**src/crc32ws_pkg.sv**
```systemverilog
// Package: shared constants, types and the byte step of the CRC-32 core.
`default_nettype none
package crc32ws_pkg;

	localparam logic [31:0] CRC_POLY     = 32'hEDB8_8320;
	localparam logic [31:0] CRC_ALL_ONES = 32'hFFFF_FFFF;
	localparam int unsigned NUM_LANES    = 4;

	// Stage 1 control that travels with the lane results
	typedef struct packed {
		logic       last;
		logic [2:0] nbytes;
	} ctl_t;

	// Advance the reflected CRC register by one all-zero byte
	function automatic logic [31:0] crc_byte_step(input logic [31:0] r);
		logic [31:0] v;
		v = r;
		for (int k = 0; k < 8; k++) begin
			v = v[0] ? ((v >> 1) ^ CRC_POLY) : (v >> 1);
		end
		return v;
	endfunction

endpackage
`default_nettype wire

```
**src/crc32_word_stream.sv**
```systemverilog
// Top level: Ethernet CRC-32 over a stream of 32-bit words, four byte lanes.
// Throughput: one item per cycle, any valid byte count, unless a last item waits on a stalled result.
// A last item is held in stage 1, then its CRC goes to the result register that drives m_tvalid.
// The loop that sets the rate is the CRC state register in the merge stage.
// Reset (arst_n low, asynchronous): inversion on, CRC at all ones, pipeline and result empty.
// A mode write reloads the CRC with the start value of the new mode.
`default_nettype none
module crc32_word_stream (
	input  wire logic        clk,
	input  wire logic        arst_n,
	// configuration: invert_enable
	input  wire logic        cfg_we,
	input  wire logic        cfg_wdata,
	// input items
	input  wire logic        s_tvalid,
	output logic             s_tready,
	input  wire logic [31:0] s_tdata,   // [31:0] data_word
	input  wire logic [2:0]  s_tuser,   // [2:0] valid_bytes
	input  wire logic        s_tlast,   // last_word
	// result items
	output logic             m_tvalid,
	input  wire logic        m_tready,
	output logic      [31:0] m_tdata    // [31:0] crc_value
);

	logic                    s_fire;
	logic [2:0]              nbytes;
	logic [3:0][2:0]         lane_steps;
	logic [3:0][31:0]        lane_contrib;

	logic                    valid_s1;
	crc32ws_pkg::ctl_t       ctl_s1;
	logic [3:0][31:0]        lanes_s1;
	logic                    drain_s1;

	// clamp the byte count: anything above four counts as four
	assign nbytes = (s_tuser > 3'd4) ? 3'd4 : s_tuser;

	// lane i holds byte i (first byte at the top of the word); it is
	// followed by nbytes - i - 1 more bytes, so advance it nbytes - i times
	genvar gi;
	generate
		for (gi = 0; gi < crc32ws_pkg::NUM_LANES; gi++) begin : g_lane
			assign lane_steps[gi] = (nbytes > 3'(gi)) ? (nbytes - 3'(gi)) : 3'd0;

			crc32ws_lane u_lane (
				.data_byte (s_tdata[31 - 8*gi -: 8]),
				.steps     (lane_steps[gi]),
				.contrib   (lane_contrib[gi])
			);
		end
	endgenerate

	// Stage 1 drains every cycle, unless it holds a last item and the
	// result register is full and stalled; ordinary words never wait.
	assign drain_s1 = valid_s1 && (!ctl_s1.last || !m_tvalid || m_tready);
	assign s_tready = !valid_s1 || drain_s1;
	assign s_fire   = s_tvalid && s_tready;

	always_ff @(posedge clk or negedge arst_n) begin
		if (!arst_n) begin
			valid_s1 <= 1'b0;
		end else if (s_tready) begin
			valid_s1 <= s_tvalid;
		end
	end

	// lane results and control: load on accept, hold otherwise
	always_ff @(posedge clk) begin
		if (s_fire) begin
			lanes_s1      <= lane_contrib;
			ctl_s1.last   <= s_tlast;
			ctl_s1.nbytes <= nbytes;
		end
	end

	// combine lanes with the advanced state and emit on the last item
	crc32ws_merge u_merge (
		.clk       (clk),
		.arst_n    (arst_n),
		.cfg_we    (cfg_we),
		.cfg_wdata (cfg_wdata),
		.advance   (drain_s1),
		.ctl       (ctl_s1),
		.lanes     (lanes_s1),
		.m_tready  (m_tready),
		.m_tvalid  (m_tvalid),
		.m_tdata   (m_tdata)
	);

endmodule
`default_nettype wire

```
**src/crc32ws_lane.sv**
```systemverilog
// Byte lane: contribution of one message byte, advanced over the bytes after it.
`default_nettype none
module crc32ws_lane (
	input  wire logic [7:0]  data_byte,
	input  wire logic [2:0]  steps,
	output logic      [31:0] contrib
);

	logic [31:0] adv1, adv2, adv3, adv4;

	assign adv1 = crc32ws_pkg::crc_byte_step({24'd0, data_byte});
	assign adv2 = crc32ws_pkg::crc_byte_step(adv1);
	assign adv3 = crc32ws_pkg::crc_byte_step(adv2);
	assign adv4 = crc32ws_pkg::crc_byte_step(adv3);

	// zero steps: byte not valid in this item
	always_comb begin
		case (steps)
			3'd1:    contrib = adv1;
			3'd2:    contrib = adv2;
			3'd3:    contrib = adv3;
			3'd4:    contrib = adv4;
			default: contrib = '0;
		endcase
	end

endmodule
`default_nettype wire

```
**src/crc32ws_merge.sv**
```systemverilog
// Merge stage: CRC state register, lane combine and the result register.
`default_nettype none
module crc32ws_merge (
	input  wire logic                    clk,
	input  wire logic                    arst_n,
	input  wire logic                    cfg_we,
	input  wire logic                    cfg_wdata,
	input  wire logic                    advance,
	input  wire crc32ws_pkg::ctl_t       ctl,
	input  wire logic [3:0][31:0]        lanes,
	input  wire logic                    m_tready,
	output logic                         m_tvalid,
	output logic      [31:0]             m_tdata
);

	logic        inv_q;
	logic [31:0] crc_q;
	logic        out_valid_q;
	logic [31:0] out_data_q;
	logic [31:0] r1, r2, r3, r4;
	logic [31:0] crc_adv;
	logic [31:0] crc_next;
	logic [31:0] crc_final;

	assign r1 = crc32ws_pkg::crc_byte_step(crc_q);
	assign r2 = crc32ws_pkg::crc_byte_step(r1);
	assign r3 = crc32ws_pkg::crc_byte_step(r2);
	assign r4 = crc32ws_pkg::crc_byte_step(r3);

	always_comb begin
		case (ctl.nbytes)
			3'd1:    crc_adv = r1;
			3'd2:    crc_adv = r2;
			3'd3:    crc_adv = r3;
			3'd4:    crc_adv = r4;
			default: crc_adv = crc_q;
		endcase
	end

	assign crc_next  = crc_adv ^ lanes[0] ^ lanes[1] ^ lanes[2] ^ lanes[3];
	assign crc_final = crc_next ^ {32{inv_q}};

	always_ff @(posedge clk or negedge arst_n) begin
		if (!arst_n) begin
			inv_q <= 1'b1;
			crc_q <= crc32ws_pkg::CRC_ALL_ONES;
		end else if (cfg_we) begin
			// reload the start value of the new mode
			inv_q <= cfg_wdata;
			crc_q <= {32{cfg_wdata}};
		end else if (advance) begin
			crc_q <= ctl.last ? {32{inv_q}} : crc_next;
		end
	end

	always_ff @(posedge clk or negedge arst_n) begin
		if (!arst_n) begin
			out_valid_q <= 1'b0;
		end else if (advance && ctl.last) begin
			out_valid_q <= 1'b1;
		end else if (m_tready) begin
			out_valid_q <= 1'b0;
		end
	end

	always_ff @(posedge clk) begin
		if (advance && ctl.last) begin
			out_data_q <= {crc_final[7:0], crc_final[15:8], crc_final[23:16], crc_final[31:24]};
		end
	end

	assign m_tvalid = out_valid_q;
	assign m_tdata  = out_data_q;

endmodule
`default_nettype wire

```
**config.mk**
```make
export PLATFORM = sky130hd
export DESIGN_NAME = crc32_word_stream
export DESIGN_NICKNAME = d
export VERILOG_FILES = /design/src/crc32ws_pkg.sv /design/src/crc32_word_stream.sv /design/src/crc32ws_lane.sv /design/src/crc32ws_merge.sv
export SDC_FILE = /design/constraint.sdc
export NUM_CORES = 1
export LEC_CHECK = 0
export BUFFER_PORTS_ARGS = -buffer_cell sky130_fd_sc_hd__buf_2
export CAP_MARGIN = 20
export CORE_AREA = 2 2 197 180
export DETAILED_ROUTE_END_ITERATION = 12
export DIE_AREA = 0 0 199 182
export PLACE_DENSITY = 0.82
export SLEW_MARGIN = 20
export SYNTH_ARGS = -nofsm -noshare
export SYNTH_HDL_FRONTEND = slang
export SYNTH_HIERARCHICAL = 1
export SYNTH_SLANG_ARGS = --single-unit
```
**constraint.sdc**
```tcl
create_clock -name clk -period 4.55 [get_ports clk]
set_input_delay 0.91 -clock clk [delete_from_list [all_inputs] [get_ports clk]]
set_output_delay 0.91 -clock clk [all_outputs]
set_load 0.05 [all_outputs]
```
-- Word-level counts from Yosys, hierarchy flattened
Cells that the tools add are included.
- add/subtract/negate cells: 3
- equal/unequal tests: 20
- $lt $le $gt $ge: 5
- shift-type cells: 0
- multiplexer cells: 175
- reduce and logical (&&, ||, !) cells: 11
- divide/modulo/power cells: 0
- bitwise logic cells: 165
- multiply operators: 0
- operators by type and width (cell ; count):
    2-to-1 mux 32 bit ; 163
    inverter 13 -> 14 bit ; 156
    case mux 32 bit (4 select lines) ; 5
    bitwise XOR 32 bit ; 5
    inverter 1 -> 14 bit ; 4
    equality test 3 x 2 -> 1 bit, second input constant ; 10
    equality test 3 x 1 -> 1 bit, second input constant ; 5
    equality test 3 bit, second input constant ; 5
    2-to-1 mux 3 bit ; 5
    > comparator 3 x 1 -> 1 bit, second input constant ; 2
    > comparator 3 x 2 -> 1 bit, second input constant ; 2
    subtractor 3 x 2 -> 3 bit, second input constant ; 2
    nonzero test 2 bit ; 2
    > comparator 3 bit, second input constant ; 1
    logical AND 1 bit ; 3
    logical NOT 1 bit ; 3
    logical OR 1 bit ; 3
    subtractor 3 x 1 -> 3 bit, second input constant ; 1
    2-to-1 mux 1 bit ; 2
- memories: 0
- memory bits (writable): 0
- flip-flop bits (word level): 199
- bits of input ports: 42
- output and inout bits: 34
- bits in read-only memories: 0
- latch bits: 0

-- Depth between registers and ports, before layout
Gate-level depths: netlist of run 1.
- depth in word-level cells: 72
- mapped depth: 13
- gate-level depth less buffers: 10

-- Hierarchy
Netlist of run 1, hierarchy kept.
- by module, submodules not included (module ; area an instance (µm²) ; sequential area each (µm²) ; instances ; cells an instance):
    crc32ws_merge ; 9148.8 ; 1853.0 ; 1 ; 878
    crc32ws_lane (g_lane[1].u_lane ...) ; 2145.8 ; 0.0 ; 3 ; 276
    crc32_word_stream ; 4174.0 ; 3988.8 ; 1 ; 159
    crc32ws_lane (g_lane[0].u_lane) ; 2118.3 ; 0.0 ; 1 ; 279

-- Worst setup path after synthesis of run 1
OpenSTA, ideal clock, no wires.
- path type: input -> register
- start point: input port m_tready
- end point: register ctl_s1[0] (netlist bit), enable pin
- library setup time: 0.506 ns
- buffers on the path: 0
- path slack: -0.437 ns
- arrival: 4.481 ns
- required time: 4.044 ns
- cell stages on the path: 2
- cell sequence: nand4b_1 -> and2_1
- longest elaborated chain between the ends: 4
- RTL lines (what ; RTL line ; source):
    start, declared ; crc32_word_stream.sv:22 ; input wire logic m_tready,
    logical OR 1 bit ; crc32_word_stream.sv:56 ; assign drain_s1 = valid_s1 && (!ctl_s1.last || !m_tvalid || m_tready);
    logical AND 1 bit ; crc32_word_stream.sv:56 ;
    logical OR 1 bit ; crc32_word_stream.sv:57 ; assign s_tready = !valid_s1 || drain_s1;
    logical AND 1 bit ; crc32_word_stream.sv:58 ; assign s_fire = s_tvalid && s_tready;
    via s_fire ; crc32_word_stream.sv:26 ; logic s_fire;
    end, declared ; crc32_word_stream.sv:32 ; crc32ws_pkg::ctl_t ctl_s1;
The timed path passes the listed nets, and every way through them passes these cells.
A chain may end at the register's enable or synchronous reset.

-- Worst setup path in the final report of run 1
- start point: register u_merge.crc_q[8]
- end point: register u_merge.out_data_q[20], in the netlist u_merge/m_tdata[20] (data pin)
- longest elaborated chain between the ends: 47
- elaborated cells on any way between the ends: 53
- classes of those cells: mux: 33; bitwise: 20
- RTL lines (what ; RTL line ; source):
    start, declared ; crc32ws_merge.sv:17 ; logic [31:0] crc_q;
    start signal, assigned ; crc32ws_merge.sv:46 ; crc_q <= crc32ws_pkg::CRC_ALL_ONES;
    start signal, assigned ; crc32ws_merge.sv:50 ; crc_q <= {32{cfg_wdata}};
    start signal, assigned ; crc32ws_merge.sv:52 ; crc_q <= ctl.last ? {32{inv_q}} : crc_next;
    2-to-1 mux 32 bit * (2 in series) ; crc32ws_pkg.sv:20 ; v = v[0] ? ((v >> 1) ^ CRC_POLY) : (v >> 1);
    inverter 13 -> 14 bit (no line) ; - ;
    2-to-1 mux 32 bit * (14 in series) ; crc32ws_pkg.sv:20 ;
    inverter 13 -> 14 bit (no line) ; - ;
    2-to-1 mux 32 bit ; crc32ws_pkg.sv:20 ;
    inverter 13 -> 14 bit (no line) ; - ;
    2-to-1 mux 32 bit (2 in series) ; crc32ws_pkg.sv:20 ;
    inverter 13 -> 14 bit (no line) ; - ;
    (+8 left out) ; - ;
    inverter 13 -> 14 bit (no line) ; - ;
    2-to-1 mux 32 bit (4 in series) ; crc32ws_pkg.sv:20 ;
    inverter 13 -> 14 bit (no line) ; - ;
    2-to-1 mux 32 bit (4 in series) ; crc32ws_pkg.sv:20 ;
    case mux 32 bit (4 select lines) * ; crc32ws_merge.sv:31 ; case (ctl.nbytes)
    bitwise XOR 32 bit * (4 in series) ; crc32ws_merge.sv:40 ; assign crc_next = crc_adv ^ lanes[0] ^ lanes[1] ^ lanes[2] ^ lanes[3];
    bitwise XOR 32 bit * ; crc32ws_merge.sv:41 ; assign crc_final = crc_next ^ {32{inv_q}};
    via u_merge.crc_final[12] ; crc32ws_merge.sv:23 ; logic [31:0] crc_final;
    end signal, assigned ; crc32ws_merge.sv:68 ; out_data_q <= {crc_final[7:0], crc_final[15:8], crc_final[23:16], crc_final[31:24]};
    end, declared ; crc32ws_merge.sv:19 ; logic [31:0] out_data_q;
Mark *: on every way through the listed nets, which the timed path passes. The rest lies on a longest branch.

==> flow_metrics.py, run 1 <==
metrics = {
    "timing": {
        "fin_worst_skew_ns": 0.0139,
        "finalWorstSetupSlack_ns": 0.0329,
        "worst_slew_pin_slew_ns": 1.26,
        "hold_viol": 0,
        "post-route-period-util_pct": 99.3,
        "finalSetupViolCount": 0,
        "maxSlewHeadroom_pct": 15.7,
        "period_minus_slack_ns": 4.52,
        "slew_viol_final": 0,
        "fmax_ghz": 0.221,
    },
    "clock_network": {
        "post_cts_resize_count": 0,
        "cts_setup_buffers": 0,
        "tritoncts": "built",
        "h-tree-depth": 4,
        "clkSinkCount": 199,
        "postCtsHoldBufs": 0,
        "clk_pin_slew_worst_paths_ns": 0.08,
        "root_buffer": "clkbuf_16",
        "clk_latency_ns": 0.45,
        "clk_path_buf_depth": 2,
        "cts-buffers-inserted": 17,
    },
    "routing": {
        "wirelength_mm": 75.5,
        "first_pass_iters": 9,
        "route.detailed.drc": 0,
        "routed_via_density": 6.73,
        "ant_nets": 0,
        "drt-initial-drc-count": 3099,
        "wl_per_cell_um": 28.4,
        "vias": 17900,
    },
    "status": {
        "status": "completed",
    },
    "global_route": {
        "grt_max_degree": 78,
        "grt.total_usage_pct": 42.2,
        "grt_pass1_vias": 16900,
        "grt_pass1_wl_mm": 112,
        "antenna_found_initial": 2,
        "grt_overflow": 0,
    },
    "critical_path": {
        "worstPathArrival_ns": 4.69,
        "path_buf_inv": 1,
        "required_ns": 4.72,
        "worstPathMaxFanout": 7,
        "crit_top_cell": "xnor2_1",
        "worst_path_largest_cell_delay_ns": 0.68,
        "cpMaxStageDelayCell": "dfstp_2",
        "path_cells": "xor3_2, xnor2_2, buf_4, xnor2_2, xnor3_1, xnor2_1, a211oi_1, nor2_1, a211oi_1, xnor2_1, xnor2_1",
        "end_kind": "flip-flop",
        "critPathTopFamily": "XOR/XNOR gates",
        "critPathLaunchType": "flip-flop",
        "path_class": "reg -> reg",
    },
    "finish": {
        "antenna-diode-count": 0,
        "most-common-layout-cells": "xnor2_1 (490), xor2_1 (195), edfxtp_1 (164)",
        "fin_nets": 2221,
        "area_growth_pct": 6.73,
        "drive_above_1_share_pct": 16.4,
        "final_common_cell": "xnor2_1",
    },
    "placement": {
        "portBuffers": 75,
        "pre_cts_ws_ns": 0.139,
        "gp_congestion": 1.03,
        "dp_hpwl_mm": 56.0,
    },
    "die": {
        "die-area_um2": 36200,
        "fp.coreArea_um2": 34400,
        "die_w_um": 199,
        "num_rows": 65,
        "die_height_um": 182,
        "ios": 76,
        "start_util_pct": 63.6,
    },
    "synthesis": {
        "synth.avg_cell_area_um2": 10.2,
        "syn_area_um2": 21900,
        "async_flop_share_pct": 17.6,
        "seq_area_frac_synth_pct": 26.7,
        "synth_cell_types": 82,
        "synth_seq_cells": 199,
        "synth_warnings": 6,
        "synth_edf_count": 164,
        "synthFlopType": "edfxtp_1",
        "syn_inst": 2144,
    },
    "worst_hold_path": {
        "hp-class": "reg -> reg",
    },
    "run": {
        "cap_violations": 0,
    },
}
[layer usage]
metal | global-route usage (%) | up-vias | part of all wire (%)
met5 | 0 | - | 0
met4 | 16.6 | 0 | 4.8
met3 | 11.3 | 228 | 13
met2 | 62.9 | 1418 | 44
met1 | 58.4 | 8636 | 39
li1 | - | 7600 | -
[per-stage QoR]
step	setup TNS, ns	std cells	util [%]	cell area [µm²]	hold WS (ns)
6_report	0	2657	67.9	23300	0.539
5_1_grt	-0.0381	2657	67.9	23300	0.569
4_1_cts	0	2657	67.8	23300	0.538
3_5_place_dp	0	2625	66.2	22800	0.521
3_3_place_gp	0	2625	66.2	22800	0.505
2_1_floorplan	0	2149	-	21900	0.526
[path summary, 6_finish.rpt]
path                                   from                  end  slack [ns]  cells after the start
hold / removal             u_merge/m_tvalid     u_merge/m_tvalid        0.54                      1
max in group asynchronous            arst_n             valid_s1        3.46                      1
setup reg to reg           u_merge/crc_q[8]  u_merge/m_tdata[20]        0.03                     11
min in group asynchronous            arst_n     u_merge/m_tvalid        0.58                      1
hold reg to reg            u_merge/m_tvalid     u_merge/m_tvalid        0.54                      1
setup / recovery           u_merge/crc_q[8]  u_merge/m_tdata[20]        0.03                     11
[flip-flops by register name, indices dropped and copies added (netlist names)]
register          flops
ctl_s1                4
lanes_s1            128
u_merge/crc_q        32
u_merge/inv_q         1
u_merge/m_tdata      32
u_merge/m_tvalid      1
valid_s1              1
[cells in the mapped netlist, types with 16 or more instances]
cell type | n | share of area (%)
a21oi_1 | 91 | 2.1
a221o_1 | 17 | 0.78
a22oi_1 | 58 | 2.0
buf_2 | 44 | 1.0
buf_4 | 26 | 0.89
clkbuf_1 | 72 | 1.2
dfstp_2 | 33 | 4.0
edfxtp_1 | 164 | 23
inv_1 | 22 | 0.38
mux2i_1 | 21 | 0.96
nand2_1 | 132 | 2.3
nand2b_1 | 35 | 1.0
nand3_1 | 16 | 0.37
nor2_1 | 115 | 2.0
nor2b_1 | 27 | 0.77
o211ai_1 | 24 | 0.82
o21ai_0 | 103 | 2.4
o221ai_1 | 55 | 2.2
o22ai_1 | 25 | 0.71
xnor2_1 | 492 | 20
xnor2_2 | 36 | 2.7
xnor2_4 | 16 | 2.0
xnor3_1 | 55 | 5.7
xor2_1 | 195 | 7.8
[cells by family after synthesis]
family	Yosys count	share of synthesized area, %
other	1	0.0171
and+or+nand+nor	373	7.92
muxes	32	1.96
xor gates and xnor gates	847	43.4
AOI/OAI and AO/OA	495	15.3
DFF	199	26.7
buffers and inverters	191	4.35
adders and majority gates	6	0.320
[layout make-up]
cell class | instances | area [µm²]
Clock inverter | 13 | 110
Inverter | 24 | 90.1
Tap cell | 469 | 587
Clock buffer | 19 | 443
Sequential cell | 199 | 5850
Fill cell | 2716 | 11100
Multi-Input combinational cell | 1759 | 15100
Timing Repair Buffer | 174 | 1130
Power of run 1 is left out: the tool's default activity adds up to more than one toggle a clock period on the data nets, which glitch-free logic cannot reach.
==> run 2, diff against run 1 <==
- PLACE_DENSITY: 0.82 -> 0.93
- clock period: 4.55 -> 5.3 ns (I/O delays scaled with it)
==> run 2 against run 1 <==
Effect of this change: count of clock-buffer cells in the layout fell by 2; clock skew rose by 0.0062 ns; global-route usage fell by 0.34 points; wire length fell by 0.74%; via count fell by 0.10%; first-iteration DRC count rose by 7.6%; fmax fell by 8.0%; setup slack improved by 0.36 ns; sequential share of layout area rose by 0.30 points; worst hold slack improved by 0.020 ns; final cell count fell by 1.8%; highest routed layer is now met5.
==> flow_metrics.py, run 2 (synthesized netlist as in run 1, its figures left out) <==
metrics = {
    "status": {
        "status": "completed",
    },
    "critical_path": {
        "r2r_cells": 10,
        "r2r_slack_ns": 0.39,
        "worst_path_largest_cell_delay_ns": 0.77,
        "path_buf_inv": 0,
        "r2r_start": "u_merge/crc_q[3]",
        "end_kind": "flip-flop",
        "path_class": "reg -> reg",
        "r2r-end": "u_merge/m_tdata[8]",
        "critPathCapture": "u_merge/m_tdata[8]",
        "cp_num_cells": 10,
        "critPathTopFamily": "XOR/XNOR gates",
        "critPathLaunchType": "flip-flop",
        "required_ns": 5.47,
        "crit_top_cell": "xnor2_1",
        "path_cells": "xor3_2, xnor2_2, xor2_1, xnor2_1, xor3_1, nor2_1, o311a_1, a311oi_1, xnor2_1, xnor2_1",
        "crit_start": "u_merge/crc_q[3]",
        "cpMaxStageDelayCell": "dfstp_2",
        "worstPathArrival_ns": 5.08,
        "worstPathMaxFanout": 13,
    },
    "clock_network": {
        "tritoncts": "built",
        "clkSinkCount": 199,
        "root_buffer": "clkbuf_16",
        "clk_pin_slew_worst_paths_ns": 0.08,
        "postCtsHoldBufs": 0,
        "clk_latency_ns": 0.46,
        "post_cts_resize_count": 0,
        "h-tree-depth": 4,
        "clk_path_buf_depth": 2,
        "cts-buffers-inserted": 17,
        "cts_setup_buffers": 0,
    },
    "placement": {
        "dp_hpwl_mm": 55.4,
        "gp_congestion": 1.01,
        "portBuffers": 75,
    },
    "routing": {
        "route.detailed.drc": 0,
        "routed_via_density": 6.84,
        "drt-initial-drc-count": 3336,
        "wirelength_mm": 74.9,
        "vias": 17900,
        "ant_nets": 0,
        "first_pass_iters": 7,
        "wl_per_cell_um": 28.7,
    },
    "timing": {
        "rsz0062_at_grt": "false",
        "worst_slew_pin_slew_ns": 1.23,
        "fin_worst_skew_ns": 0.0201,
        "hold_viol": 0,
        "slew_viol_final": 0,
        "fmax_ghz": 0.204,
        "post-route-period-util_pct": 92.7,
        "period_minus_slack_ns": 4.91,
        "maxSlewHeadroom_pct": 17.4,
        "finalSetupViolCount": 0,
        "fin_setup_tns_ns": 0,
    },
    "finish": {
        "fin_nets": 2174,
        "area_growth_pct": 5.39,
        "antenna-diode-count": 0,
        "most-common-layout-cells": "xnor2_1 (492), xor2_1 (195), edfxtp_1 (164)",
        "final_common_cell": "xnor2_1",
        "largest_reg_flops": 128,
        "regMostFlops": "lanes_s1",
        "drive_above_1_share_pct": 14.5,
    },
    "die": {
        "ios": 76,
        "num_rows": 65,
        "die_height_um": 182,
        "start_util_pct": 63.6,
        "die-area_um2": 36200,
        "fp.coreArea_um2": 34400,
        "die_w_um": 199,
    },
    "global_route": {
        "antenna_found_initial": 2,
        "grt_max_degree": 68,
        "grt_overflow": 0,
        "grt.total_usage_pct": 41.8,
        "grt_pass1_wl_mm": 112,
        "grt_pass1_vias": 16800,
    },
    "worst_hold_path": {
        "hp-class": "reg -> reg",
        "min-delay-start": "u_merge/m_tvalid",
    },
    "run": {
        "cap_violations": 0,
    },
}
## run 2: cell count changes in the layout (fill, tap and decap cells not counted), moves of 2 or more
cell,delta
buf_4,-47
clkinv_8,+4
inv_12,+4
clkinv_2,-2
clkinv_4,-2
inv_4,-2
xnor2_1,+2
xnor2_2,-2
## run 2: final cells by class
class,count,area [µm²]
Fill cell,2698,11300
Clock inverter,15,223
Sequential cell,199,5840
Multi-Input combinational cell,1759,15100
Inverter,24,90.1
Tap cell,469,587
Clock buffer,17,425
Timing Repair Buffer,127,778
## run 2: worst min-delay path by stage
stage               depth (start not counted)                end  slack, ns
finish                                      1   u_merge/m_tvalid       0.56
global route                                1   u_merge/m_tvalid       0.58
CTS                                         1   u_merge/m_tvalid       0.55
detailed placement                          1   u_merge/m_tvalid       0.53
global placement                            1   u_merge/m_tvalid       0.51
floorplan                                   2  u_merge/crc_q[27]       0.53
## run 2: metal layers
layer	wire [µm]	GRT usage [%]	vias to the layer above	part of all wire, %
met5	18	0.137	-	0.024
met4	4080	17.6	4	5.4
met3	9800	8.84	303	13
li1	-	-	7515	-
met2	33100	63.4	1508	44
met1	27900	58.1	8534	37
## run 2: worst reg2reg max path, stage by stage (launching register included)
cell      delay (ns)
dfstp_2         0.77
xor3_2          0.55
xnor2_2         0.69
xor2_1          0.37
xnor2_1         0.58
xor3_1          0.38
nor2_1          0.06
o311a_1         0.34
a311oi_1        0.48
xnor2_1         0.23
xnor2_1         0.17
## run 2: per-stage QoR
stage          worst slack (ns)  util (%)  instances  cell area (µm²)  hold slack (ns)
6_report                  0.389      67.0       2610            23100            0.560
5_1_grt                   0.333      67.0       2610            23100            0.576
4_1_cts                   0.518      67.0       2610            23100            0.550
3_5_place_dp              0.569      65.1       2578            22400            0.533
3_3_place_gp              0.653      65.1       2578            22400            0.506
2_1_floorplan             0.163         -       2149            21900            0.526
Power of run 2 is left out for the same reason.
==> run 3, diff against run 2 <==
--- a/config.mk
+++ b/config.mk
@@ -8,8 +8,8 @@
 export BUFFER_PORTS_ARGS = -buffer_cell sky130_fd_sc_hd__buf_2
 export CAP_MARGIN = 20
-export CORE_AREA = 2 2 197 180
+export CORE_AREA = 2 2 206 188
 export DETAILED_ROUTE_END_ITERATION = 12
-export DIE_AREA = 0 0 199 182
-export PLACE_DENSITY = 0.93
+export DIE_AREA = 0 0 208 190
+export PLACE_DENSITY = 0.9
 export SLEW_MARGIN = 20
 export SYNTH_ARGS = -nofsm -noshare
==> constraint.sdc (replaced) <==
create_clock -name clk -period 4.4 [get_ports clk]
set_input_delay 0.44 -clock clk [delete_from_list [all_inputs] [get_ports clk]]
set_output_delay 0.44 -clock clk [all_outputs]
set_load 0.05 [all_outputs]
==> run 3 against run 2 <==
Effect of this change: first-iteration DRC count is 18% lower; fmax rose by 14%; core utilization fell by 3.8 points; clock skew shrank 0.0041 ns; global-route usage shrank 3.6 points; count of clock-buffer cells in the layout is 1 higher; final area increased by 3.2%; wire length increased by 2.1%; critical path type unchanged.
==> flow_metrics.py, run 3 (synthesized netlist as in run 1, its figures left out) <==
metrics = {
    "timing": {
        "fin_setup_tns_ns": 0,
        "finalSetupViolCount": 0,
        "worst_slew_pin_slew_ns": 1.18,
        "period_minus_slack_ns": 4.31,
        "rsz0062_at_grt": "false",
        "slew_viol_final": 0,
        "fmax_ghz": 0.232,
        "post-route-period-util_pct": 97.9,
        "hold_viol": 0,
        "fin_worst_skew_ns": 0.0161,
        "maxSlewHeadroom_pct": 21.2,
    },
    "finish": {
        "largest_reg_flops": 128,
        "drive_above_1_share_pct": 18.1,
        "fin_nets": 2245,
        "nFillCells": 3009,
        "final_common_cell": "xnor2_1",
        "most-common-layout-cells": "xnor2_1 (484), xor2_1 (194), edfxtp_1 (164)",
        "antenna-diode-count": 0,
        "regMostFlops": "lanes_s1",
        "area_growth_pct": 8.72,
    },
    "routing": {
        "drt-initial-drc-count": 2733,
        "m1WireLength_mm": 28.1,
        "ant_nets": 0,
        "vias": 18000,
        "dr.max_layer_used": "met4",
        "wirelength_mm": 76.5,
        "first_pass_iters": 8,
        "routed_via_density": 6.67,
        "met3WireLength_mm": 9.03,
        "dr_wl_met2_mm": 33.9,
        "wl_per_cell_um": 28.3,
        "route.detailed.drc": 0,
    },
    "global_route": {
        "grt.total_usage_pct": 38.2,
        "grt_pass1_vias": 17000,
        "antenna_found_initial": 0,
        "grt_max_degree": 133,
        "grt_overflow": 0,
        "grt_pass1_wl_mm": 112,
    },
    "clock_network": {
        "postCtsHoldBufs": 0,
        "clkSinkCount": 199,
        "h-tree-depth": 4,
        "cts-buffers-inserted": 17,
        "clk_path_buf_depth": 2,
        "tritoncts": "built",
        "root_buffer": "clkbuf_16",
        "clk_latency_ns": 0.45,
        "clk_pin_slew_worst_paths_ns": 0.09,
    },
    "critical_path": {
        "path_cells": "xor2_4, xor3_2, xnor2_4, xor3_4, xnor3_1, xnor2_1, o31ai_1, a311oi_2, xnor2_1, xnor2_1",
        "critPathTopFamily": "XOR/XNOR gates",
        "path_buf_inv": 0,
        "r2r_slack_ns": 0.09,
        "worstPathMaxFanout": 7,
        "path_class": "reg -> reg",
        "cpMaxStageDelayCell": "dfstp_2",
        "crit_top_cell": "xnor2_1",
        "end_kind": "flip-flop",
        "worst_path_largest_cell_delay_ns": 0.69,
        "critPathLaunchType": "flip-flop",
        "required_ns": 4.57,
        "worstPathArrival_ns": 4.47,
    },
    "placement": {
        "dp_hpwl_mm": 57.2,
        "gp_congestion": 1.05,
        "portBuffers": 75,
    },
    "die": {
        "start_util_pct": 58.2,
        "ios": 76,
        "die-area_um2": 39500,
        "num_rows": 68,
        "die_height_um": 190,
        "die_w_um": 208,
        "fp.coreArea_um2": 37600,
    },
    "run": {
        "cap_violations": 0,
    },
    "status": {
        "status": "completed",
    },
    "worst_hold_path": {
        "hp-class": "in -> async",
    },
}
run 3: changes by cell type in the layout (fill, tap and decap cells not counted), moves of 3 or more:
| cell | change |
|---|---|
| buf_4 | +68 |
| xnor2_1 | -8 |
| xnor2_2 | +5 |
| xnor3_1 | -5 |
| xnor3_2 | +5 |
| buf_12 | +3 |
| xnor2_4 | +3 |
run 3: final timing paths:
kind / from / cells past startpoint / end
worst max register to register: u_merge/crc_q[0] / 10 / u_merge/m_tdata[8]
min in group clk: s_tlast / 1 / ctl_s1[3]
worst min-delay path: arst_n / 1 / valid_s1
worst max-delay path: u_merge/crc_q[0] / 10 / u_merge/m_tdata[8]
max in group asynchronous: arst_n / 1 / u_merge/m_tvalid
worst min register to register: u_merge/m_tvalid / 1 / u_merge/m_tvalid
run 3: timing repair:
item | in CTS | in global routing
setup buffers | 0 | 3
setup endpoints to repair | 0 | 20
gates resized for setup | 0 | 23
run 3: metal layers:
metal | GRT usage (%) | up-vias
li1 | - | 7659
met5 | 0 | -
met1 | 51.0 | 8681
met4 | 22.0 | 0
met3 | 7.11 | 266
met2 | 58.5 | 1424
run 3: layout make-up:
| cell class | count | area (µm²) | area share [%] |
|---|---|---|---|
| inverters | 24 | 90.1 | 0.379 |
| repair buffers | 198 | 1350 | 5.67 |
| clock inverters | 14 | 188 | 0.789 |
| well taps | 490 | 613 | 2.58 |
| clock buffers | 18 | 439 | 1.85 |
| flip-flops and latches | 199 | 5840 | 24.6 |
| multi-input cells | 1759 | 15300 | 64.2 |
run 3: through the flow:
step | instances | setup WS, ns | instance area [µm²] | hold slack [ns] | util [%]
floorplan | 2149 | 0.324 | 21900 | 0.144 | -
global placement | 2667 | 0.140 | 23000 | 0.506 | 61.1
detailed placement | 2667 | 0.0509 | 23000 | 0.523 | 61.1
CTS | 2699 | 0.0193 | 23600 | 0.155 | 62.8
global route | 2702 | 0.0125 | 23800 | 0.146 | 63.2
finish | 2702 | 0.0935 | 23800 | 0.167 | 63.2
Power of run 3 is left out for the same reason.
